File: src/hdl/clrs_pkg.sv
// ----------------------------------------------------------------------------
// Clip rectangle stack package
// Shared types, codes and sizing constants for the clip rectangle stack.
// ----------------------------------------------------------------------------
`timescale 1ns / 1ps
`default_nettype none

package clrs_pkg;

    // Number of stack levels and the widths that follow from it.
    localparam int STACK_DEPTH = 16;
    localparam int IDX_W       = (STACK_DEPTH > 1) ? $clog2(STACK_DEPTH) : 1;
    localparam int COUNT_W     = $clog2(STACK_DEPTH + 1);

    // Field widths of the command and result transfers.
    localparam int COORD_W = 16;
    localparam int SIZE_W  = 15;
    localparam int EDGE_W  = COORD_W + 1;
    localparam int OSIZE_W = 16;

    // Command codes.
    localparam logic CMD_PUSH = 1'b0;
    localparam logic CMD_POP  = 1'b1;

    // Result status codes.
    typedef enum logic [1:0] {
        ST_OK    = 2'd0,
        ST_FULL  = 2'd1,
        ST_EMPTY = 2'd2
    } t_status;

    // One stored level: the running intersection of all rectangles up to it.
    typedef struct packed {
        logic signed [COORD_W-1:0] left;
        logic signed [COORD_W-1:0] bottom;
        logic signed [EDGE_W-1:0]  right;
        logic signed [EDGE_W-1:0]  top;
    } t_level;

    // Stack state after the command currently being applied.
    typedef struct packed {
        logic    enable;
        t_level  level;
        t_status status;
    } t_stack_next;

endpackage : clrs_pkg

`default_nettype wire

File: src/hdl/clrs_isect.sv
// ----------------------------------------------------------------------------
// Clip rectangle intersection
// Turns a pushed rectangle into edges and intersects it with the top level.
// ----------------------------------------------------------------------------
`timescale 1ns / 1ps
`default_nettype none

module clrs_isect
    import clrs_pkg::*;
(
    input  wire logic                      i_has_top,
    input  wire t_level                    i_top,
    input  wire logic signed [COORD_W-1:0] i_rect_x,
    input  wire logic signed [COORD_W-1:0] i_rect_y,
    input  wire logic [SIZE_W-1:0]         i_rect_width,
    input  wire logic [SIZE_W-1:0]         i_rect_height,
    output t_level                         o_level
);

    t_level rect;

    // The pushed rectangle as left, bottom, right and top edges.
    always_comb begin
        rect.left   = i_rect_x;
        rect.bottom = i_rect_y;
        rect.right  = $signed({i_rect_x[COORD_W-1], i_rect_x})
                    + $signed({{(EDGE_W-SIZE_W){1'b0}}, i_rect_width});
        rect.top    = $signed({i_rect_y[COORD_W-1], i_rect_y})
                    + $signed({{(EDGE_W-SIZE_W){1'b0}}, i_rect_height});
    end

    // Intersect with the level below when there is one.
    always_comb begin
        o_level = rect;
        if (i_has_top) begin
            if (i_top.left > rect.left) begin
                o_level.left = i_top.left;
            end
            if (i_top.bottom > rect.bottom) begin
                o_level.bottom = i_top.bottom;
            end
            if (i_top.right < rect.right) begin
                o_level.right = i_top.right;
            end
            if (i_top.top < rect.top) begin
                o_level.top = i_top.top;
            end
        end
    end

endmodule : clrs_isect

`default_nettype wire

File: src/hdl/clrs_stack.sv
// ----------------------------------------------------------------------------
// Clip rectangle level store
// Holds the stacked levels, the level count and a copy of the top level.
// ----------------------------------------------------------------------------
`timescale 1ns / 1ps
`default_nettype none

module clrs_stack
    import clrs_pkg::*;
(
    input  wire logic   i_clk,
    input  wire logic   i_rst_n,
    input  wire logic   i_valid,
    input  wire logic   i_command,
    input  wire t_level i_push_level,
    output logic        o_has_top,
    output t_level      o_top,
    output t_stack_next o_next
);

    logic [COUNT_W-1:0] r_count;
    logic [COUNT_W-1:0] n_count;
    t_level             r_top;
    t_level             n_top;
    t_level             r_levels [STACK_DEPTH];
    logic               full;
    logic               do_push;
    logic [IDX_W-1:0]   push_idx;
    logic [IDX_W-1:0]   below_idx;
    logic [COUNT_W-1:0] below_count;

    assign full        = (r_count == COUNT_W'(STACK_DEPTH));
    assign push_idx    = r_count[IDX_W-1:0];
    assign below_count = (r_count > COUNT_W'(1)) ? (r_count - COUNT_W'(2)) : '0;
    assign below_idx   = below_count[IDX_W-1:0];
    assign o_has_top   = (r_count != '0);
    assign o_top       = r_top;

    // Next count, next top level and status for the command in hand.
    always_comb begin
        n_count        = r_count;
        n_top          = r_top;
        do_push        = 1'b0;
        o_next.status  = ST_OK;
        if (i_command == CMD_PUSH) begin
            if (full) begin
                o_next.status = ST_FULL;
            end else begin
                do_push = 1'b1;
                n_count = r_count + COUNT_W'(1);
                n_top   = i_push_level;
            end
        end else begin
            if (r_count == '0) begin
                o_next.status = ST_EMPTY;
            end else begin
                n_count = r_count - COUNT_W'(1);
                n_top   = r_levels[below_idx];
            end
        end
        o_next.enable = (n_count != '0);
        o_next.level  = n_top;
    end

    // Level count.
    always_ff @(posedge i_clk) begin
        if (!i_rst_n) begin
            r_count <= '0;
        end else if (i_valid) begin
            r_count <= n_count;
        end
    end

    // Top level copy and the level array; both are read only below the count.
    always_ff @(posedge i_clk) begin
        if (i_valid) begin
            r_top <= n_top;
        end
        if (i_valid && do_push) begin
            r_levels[push_idx] <= i_push_level;
        end
    end

endmodule : clrs_stack

`default_nettype wire

File: src/hdl/clip_rect_stack.sv
// ----------------------------------------------------------------------------
// Clip rectangle stack
// Push and pop clip rectangles and report the effective scissor rectangle.
// ----------------------------------------------------------------------------
// A command accepted by the input register gives its result strobe from the
// result register that follows it.
// Throughput: one command every cycle; busy is never raised, since each
// command touches only the levels at the top of the stack and the receiver cannot stall.
// Reset empties the stack; stored levels are not cleared and are only read
// below the level count.
`timescale 1ns / 1ps
`default_nettype none

module clip_rect_stack
    import clrs_pkg::*;
(
    input  wire logic                      i_clk,
    input  wire logic                      i_rst_n,
    input  wire logic                      start,
    output logic                           busy,
    input  wire logic                      i_command,
    input  wire logic signed [COORD_W-1:0] i_rect_x,
    input  wire logic signed [COORD_W-1:0] i_rect_y,
    input  wire logic [SIZE_W-1:0]         i_rect_width,
    input  wire logic [SIZE_W-1:0]         i_rect_height,
    output logic                           o_valid,
    output logic                           o_clip_enable,
    output logic signed [COORD_W-1:0]      o_clip_x,
    output logic signed [COORD_W-1:0]      o_clip_y,
    output logic [OSIZE_W-1:0]             o_clip_width,
    output logic [OSIZE_W-1:0]             o_clip_height,
    output logic [1:0]                     o_status
);

    logic                      r_in_valid;
    logic                      r_command;
    logic signed [COORD_W-1:0] r_rect_x;
    logic signed [COORD_W-1:0] r_rect_y;
    logic [SIZE_W-1:0]         r_rect_width;
    logic [SIZE_W-1:0]         r_rect_height;

    logic                      r_out_valid;
    logic                      r_clip_enable;
    logic signed [COORD_W-1:0] r_clip_x;
    logic signed [COORD_W-1:0] r_clip_y;
    logic [OSIZE_W-1:0]        r_clip_width;
    logic [OSIZE_W-1:0]        r_clip_height;
    logic [1:0]                r_status;

    logic [OSIZE_W-1:0]        n_clip_width;
    logic [OSIZE_W-1:0]        n_clip_height;
    logic signed [EDGE_W:0]    w_diff;
    logic signed [EDGE_W:0]    h_diff;

    logic                      has_top;
    t_level                    top_level;
    t_level                    push_level;
    t_stack_next               stack_next;

    assign busy = 1'b0;

    // Input register: one command transfer per cycle.
    always_ff @(posedge i_clk) begin
        if (!i_rst_n) begin
            r_in_valid <= 1'b0;
        end else begin
            r_in_valid <= start && !busy;
        end
    end

    always_ff @(posedge i_clk) begin
        if (start && !busy) begin
            r_command     <= i_command;
            r_rect_x      <= i_rect_x;
            r_rect_y      <= i_rect_y;
            r_rect_width  <= i_rect_width;
            r_rect_height <= i_rect_height;
        end
    end

    // Intersection of the pushed rectangle with the current top level.
    clrs_isect u_isect (
        .i_has_top     (has_top),
        .i_top         (top_level),
        .i_rect_x      (r_rect_x),
        .i_rect_y      (r_rect_y),
        .i_rect_width  (r_rect_width),
        .i_rect_height (r_rect_height),
        .o_level       (push_level)
    );

    // Level store and count.
    clrs_stack u_stack (
        .i_clk        (i_clk),
        .i_rst_n      (i_rst_n),
        .i_valid      (r_in_valid),
        .i_command    (r_command),
        .i_push_level (push_level),
        .o_has_top    (has_top),
        .o_top        (top_level),
        .o_next       (stack_next)
    );

    // Size of the new top level, clamped to zero when it is empty.
    always_comb begin
        w_diff = $signed({stack_next.level.right[EDGE_W-1], stack_next.level.right})
               - $signed({{2{stack_next.level.left[COORD_W-1]}}, stack_next.level.left});
        h_diff = $signed({stack_next.level.top[EDGE_W-1], stack_next.level.top})
               - $signed({{2{stack_next.level.bottom[COORD_W-1]}}, stack_next.level.bottom});
        n_clip_width  = (w_diff > 0) ? w_diff[OSIZE_W-1:0] : '0;
        n_clip_height = (h_diff > 0) ? h_diff[OSIZE_W-1:0] : '0;
    end

    // Result register: the strobe marks each result transfer for one cycle.
    always_ff @(posedge i_clk) begin
        if (!i_rst_n) begin
            r_out_valid <= 1'b0;
        end else begin
            r_out_valid <= r_in_valid;
        end
    end

    always_ff @(posedge i_clk) begin
        if (r_in_valid) begin
            r_clip_enable <= stack_next.enable;
            r_status      <= stack_next.status;
            if (stack_next.enable) begin
                r_clip_x      <= stack_next.level.left;
                r_clip_y      <= stack_next.level.bottom;
                r_clip_width  <= n_clip_width;
                r_clip_height <= n_clip_height;
            end else begin
                r_clip_x      <= '0;
                r_clip_y      <= '0;
                r_clip_width  <= '0;
                r_clip_height <= '0;
            end
        end
    end

    assign o_valid       = r_out_valid;
    assign o_clip_enable = r_clip_enable;
    assign o_clip_x      = r_clip_x;
    assign o_clip_y      = r_clip_y;
    assign o_clip_width  = r_clip_width;
    assign o_clip_height = r_clip_height;
    assign o_status      = r_status;

endmodule : clip_rect_stack

`default_nettype wire

File: config.mk
export PLATFORM = sky130hd
export DESIGN_NAME = clip_rect_stack
export DESIGN_NICKNAME = d
export VERILOG_FILES = /design/src/hdl/clrs_pkg.sv /design/src/hdl/clrs_isect.sv /design/src/hdl/clrs_stack.sv /design/src/hdl/clip_rect_stack.sv
export SDC_FILE = /design/constraint.sdc
export NUM_CORES = 2
export LEC_CHECK = 0
export CAP_MARGIN = 0
export CORE_MARGIN = 10
export CORE_UTILIZATION = 60
export DETAILED_ROUTE_END_ITERATION = 16
export DONT_BUFFER_PORTS = 1
export GPL_ROUTABILITY_DRIVEN = 0
export GPL_TIMING_DRIVEN = 0
export PLACE_DENSITY = 0.76
export REMOVE_ABC_BUFFERS = 1
export SLEW_MARGIN = 40
export SYNTH_ARGS = -nofsm -noshare
export SYNTH_HDL_FRONTEND = slang
export SYNTH_SLANG_ARGS = --single-unit
File: constraint.sdc
create_clock -name i_clk -period 25.3 [get_ports i_clk]
set_clock_uncertainty 0.2 [all_clocks]
set_input_delay 1.265 -clock i_clk [delete_from_list [all_inputs] [get_ports i_clk]]
set_output_delay 1.265 -clock i_clk [all_outputs]
set_load 0.005 [all_outputs]
# --- Yosys cells after proc, flatten, opt, wreduce, memory -nomap -nowiden ---
# Memories as Yosys holds them, arrays and structs flattened.
# Index checks and enable logic that the tools add are counted.
word_totals:
  regBits: 203
  ram_bits: 1056
  in_bits: 66
  mem_count: 1
classes:
  add_sub_neg: 7
  order_cmp: 7
  n_eq_ne: 1
  mux: 19
  reduce_logical: 6
mem_list:
  columns: ["name", "words", "width", "rd", "rd_clocked_by_memory_dff", "wr", "line", "text"]
  rows:
  - ["u_stack.r_levels", 16, 66, 1, 0, 1, "clrs_stack.sv:25", "t_level r_levels [STACK_DEPTH];"]
ops:
  columns: ["op", "count"]
  rows:
  - ["$mux 66", 4]
  - ["$gt 18x1->1 const B", 2]
  - ["$sub 17x16->18", 2]
  - ["$add 16x16->17", 2]
  - ["$lt 17x17->1", 2]
  - ["$mux 17", 2]
  - ["$gt 16x16->1", 2]
  - ["$mux 16", 2]
  - ["$mux 5", 3]
  - ["$reduce_bool 5->1", 2]
  - ["$add 5x1->5 const B", 1]
  - ["$eq 5x5->1 const B", 1]
  - ["$gt 5x1->1 const B", 1]
  - ["$logic_not 5->1", 1]
  - ["$mux 1", 5]
  - ["$sub 5x1->5 const B", 1]
  - ["$mux 2", 2]
  - ["$mux 4", 1]
  - ["$reduce_and 2->1", 2]
  - ["$sub 4x2->4 const B", 1]
  - ["$logic_and 1x1->1", 1]

# --- Depth between registers and ports, before layout ---
depth:
  depth_word: 9
  depth_mapped: 35

# --- Cells and area by module ---
# Synthesis repeated with hierarchy kept, for this count alone.
unflattened:
  cells_unflattened: 3298
  area_unflattened_um2: 54314.6
by_module_without_submodules:
  columns: ["module", "n_inst", "cells_each", "area_each_um2"]
  rows:
  - ["clrs_stack", 1, 2382, 44507.7]
  - ["clip_rect_stack", 1, 444, 5993.2]
  - ["clrs_isect", 1, 472, 3813.7]

# --- Least setup slack after synthesis ---
# Ideal clock, no wire load.
synth_timing:
  kind: "register to register"
  startpoint: "reg r_rect_y[0]"
  endpoint: "reg r_clip_height[11] (netlist: o_clip_height[11]), data pin"
  setup_ps: 258
  arrival_ps: 7572
  t_required_ps: 24842
  slack_ps: 17270
  stages_incl_launch_ff: 35
  path_buffers: 3
  period_less_slack_ps: 8030
  path_cell_list: "edfxtp_1 ha_1 fa_1 a21o_1 a21oi_1 o21ai_0 a21o_1 a21oi_1 o21bai_1 a21oi_1 o21a_1 o31ai_1 or3_1 ha_1 and4_1 a2bb2oi_1 a2111oi_0 o31a_1 clkbuf_1 buf_1 nor2_1 a21oi_1 o22ai_1 a21oi_1 ha_1 a21o_1 a21o_1 a21o_1 a31o_2 nand3_1 and4b_1 a21oi_2 o21ai_4 buf_8 nor2_4"
synth_lines:
  columns: ["item", "line", "text"]
  rows:
  - ["from (decl)", "clip_rect_stack.sv:38", "logic signed [COORD_W-1:0] r_rect_y;"]
  - ["from (signal assigned)", "clip_rect_stack.sv:75", "r_rect_y <= i_rect_y;"]
  - ["to (signal assigned)", "clip_rect_stack.sv:131", "r_clip_height <= n_clip_height;"]
  - ["to (decl)", "clip_rect_stack.sv:47", "logic [OSIZE_W-1:0] r_clip_height;"]

==> flow_summary.yaml <==
yosys:
  synth_top_flop_cell: "sky130_fd_sc_hd__edfxtp_1"
  synth_largest_type_area_fraction_pct: 68.4
  post_synth_main_area_contributors: "sky130_fd_sc_hd__edfxtp_1, sky130_fd_sc_hd__nand2_1, sky130_fd_sc_hd__ha_1"
  postSynthRegisterBits: 1259
  netlist-cell-type-count: 91
  ys_async_sr_fraction_pct: 0
  ys_seq_area_share_pct: 68.7
  synth_largest_area_cell: "sky130_fd_sc_hd__edfxtp_1"
  synth_area_um2: 54900
  synth-edff-count: 1252
  synthesis.yosys.warnings: 0
  postSynthCellCount: 4135
  syn-mean-instance-area_um2: 13.3
grt:
  antenna_violations_before_repair: 7
  gr-usage-all-layers_pct: 29.5
  grt_pass1_vias: 36215
  maximum_number_of_pins_on_one_net_before_global_route_repair: 71
  global_route_wire_length_before_repair_um: 231000
  overflow: 0
pwr:
  cellPowerDensity_nw_per_um2: 89.0
  peakVddDrop_mv: 0.0604
  total_leakage_power_nw: 21.3
  finalPower_mw: 5.61
sta:
  achievable-frequency_ghz: 0.102
  worst_slew_pin_slew_ns: 0.906
  hold_viol: 0
  worst_slack_ns: 15.54
  maxSlewHeadroom_pct: 38.4
  maxSlewViolCount: 0
  timing.setup.tns_ns: 0
  setup_viol: 0
  rsz_0062_raised_after_global_routing: "false"
  finalCriticalPeriod_ns: 9.76
  timing.final.crit_share_pct: 38.6
job:
  max_cap_violations: 0
clock_tree:
  h_tree_depth: 3
  number_of_buffers_created_by_cts: 120
  tritoncts: "built"
  cts_sinks: 1259
  postCtsResizedCells: 0
  clockRootBuffer: "sky130_fd_sc_hd__clkbuf_16"
  clk_transition_reported_paths_ns: 0.06
  clk_latency_ns: 0.73
  post_cts_buffers: 0
  clock_tree.buffer_depth: 3
  cts-hold-fix-buffers: 0
layout:
  syn2layout_area_growth_pct: 14.8
  layout.nets: 4371
  design_area_um2: 63100
  finish.cell_count_without_fillers: 5451
  drive_gt1_share_pct: 11.4
die:
  num_rows: 110
  overall_die_area_um2: 104000
  io_pins: 135
  die_w_um: 323
  chipHeight_um: 323
  initial_core_util_pct: 60.8
  core_area_um2: 90400
placed_design:
  hpwlAfterDp_um: 98500
  port-buffer-count: 0
  post-place-ws_ns: 15.78
  dp_cells: 5219
  post_dp_cell_area_um2: 59200
routing:
  ant_nets: 0
  avgViaCountPerCell: 6.92
  postRouteWirelength_um: 158000
  wl_per_cell_um: 28.9
  detail_route.iter0.violations: 5627
  route.vias.total: 37738
  first_pass_detailed_route_iteration_total: 8
  drc_errors: 0
worst_setup_path:
  cpMostUsedCell: "sky130_fd_sc_hd__a21oi_1"
  cp_max_fo: 17
  arrival_ns: 10.00
  slowest_delay_ns: 0.57
  endpoint_kind: "flip-flop"
  critical_path_required_ns: 25.54
  worst-r2r-cell-count: 35
  worst_setup_path_start_kind: "flip-flop"
  worst_path_max_delay_cell: "sky130_fd_sc_hd__a311oi_1"
  critPathKind: "flip-flop to flip-flop"
hold_path:
  timing.hold.worst.class: "primary input to flip-flop"
  whs_path_depth: 0
run_status:
  status: "finished, final reports clean"
cell usage after synthesis (63+ instances only):
cell type / count
sky130_fd_sc_hd__edfxtp_1: 1252
sky130_fd_sc_hd__nand2_1: 568
sky130_fd_sc_hd__nand3_1: 260
sky130_fd_sc_hd__a21oi_1: 222
sky130_fd_sc_hd__clkbuf_1: 191
sky130_fd_sc_hd__o211ai_1: 166
sky130_fd_sc_hd__or3_1: 161
sky130_fd_sc_hd__nor2_1: 160
sky130_fd_sc_hd__ha_1: 135
sky130_fd_sc_hd__inv_1: 130
sky130_fd_sc_hd__mux2i_1: 85
sky130_fd_sc_hd__o21ai_0: 68
sky130_fd_sc_hd__a31oi_1: 63
critical path: cells and delay by family, from the launching register on:
kind,cells,cell delay (ns)
multiplexers,2,0.61
adder cells (fa/ha/maj),5,1.48
AND/OR/NAND/NOR,4,0.75
AO/OA/AOI/OAI,22,5.69
flip-flops,1,0.45
buffers and inverters,2,0.29
cells in the final DEF (no fill, tap or decap), drive strengths merged, types with 16 or more instances in the layout:
| cell type | synthesis | routed |
|---|---|---|
| edfxtp | 1252 | 1252 |
| nand2 | 568 | 568 |
| nand3 | 260 | 260 |
| a21oi | 226 | 226 |
| buf | 76 | 176 |
| nor2 | 170 | 170 |
| o211ai | 167 | 167 |
| or3 | 161 | 161 |
| clkbuf | 191 | 145 |
| ha | 135 | 135 |
| inv | 130 | 133 |
| mux2i | 85 | 85 |
| o21ai | 71 | 71 |
| a31oi | 65 | 65 |
| clkinv | 0 | 65 |
| a311oi | 60 | 60 |
| a211oi | 52 | 52 |
| o221ai | 50 | 50 |
| and2 | 41 | 41 |
| xnor2 | 40 | 40 |
| a21o | 36 | 36 |
| mux2 | 33 | 33 |
| and3 | 30 | 30 |
| a221o | 29 | 29 |
| nor2b | 22 | 22 |
| o22ai | 20 | 20 |
| o21bai | 16 | 16 |
| nor3 | 16 | 16 |
through the flow:
stage	util [%]	hold slack (ns)
6_report	69.7	0.433
5_1_grt	69.7	0.421
4_1_cts	69.6	0.421
3_5_place_dp	65.4	0.465
3_3_place_gp	61.2	0.464
2_1_floorplan	-	0.409
sequential cells by signal, summed over array words and instances (netlist names), 5 cells and up, named ones only:
register,count
r_rect_height,15
o_clip_y,16
o_clip_height,16
o_clip_width,16
u_stack.o_top,64
o_clip_x,16
u_stack.r_count,5
u_stack.r_levels,1056
r_rect_y,16
r_rect_x,16
r_rect_width,15
path summary, 6_finish.rpt:
check,from,end,slack [ns]
hold reg to reg,r_in_valid,o_clip_height[15],0.48
hold / removal,i_rect_x[6],r_rect_x[6],0.43
setup reg to reg,r_rect_x[0],o_clip_width[14],15.54
setup / recovery,r_rect_x[0],o_clip_width[14],15.54
cells by family (layout without fill, tap and decap cells):
group                      count (synthesis)  in the layout  share of synthesized area (%)
muxes                                    121            121                           2.35
DFF                                     1259           1259                           68.7
xor gates and xnor gates                  53             53                          0.845
and+or+nand+nor                         1314           1314                           11.2
buffers and inverters                    397            534                           2.81
adders and majority gates                139            139                           3.22
other                                      1              4                        0.00683
AOI/OAI and AO/OA                        851            851                           10.9
per-layer routing:
metal	global-route usage, %	vias to the layer above	wire, um
met5	0	-	65
met4	12.9	10	7790
met1	38.8	18281	54900
met2	47.6	2990	74500
li1	-	15870	-
met3	6.00	587	20300
area by class of cell:
| cell class | count | area [um^2] |
|---|---|---|
| repair buffers | 176 | 3450 |
| diodes | 3 | 7.51 |
| multi-input cells | 2479 | 16100 |
| clock buffers | 145 | 3120 |
| well taps | 1176 | 1470 |
| clock inverters | 83 | 686 |
| fillers | 5476 | 27400 |
| flip-flops and latches | 1259 | 37700 |
| inverters | 130 | 495 |
power by group:
part | switching [mW] | internal [mW] | total (mW)
Combinational | 0.876 | 0.436 | 1.31
Clock | 0.772 | 0.977 | 1.75
Sequential | 0.0398 | 2.51 | 2.55
Power figures use the tool's default switching activity.
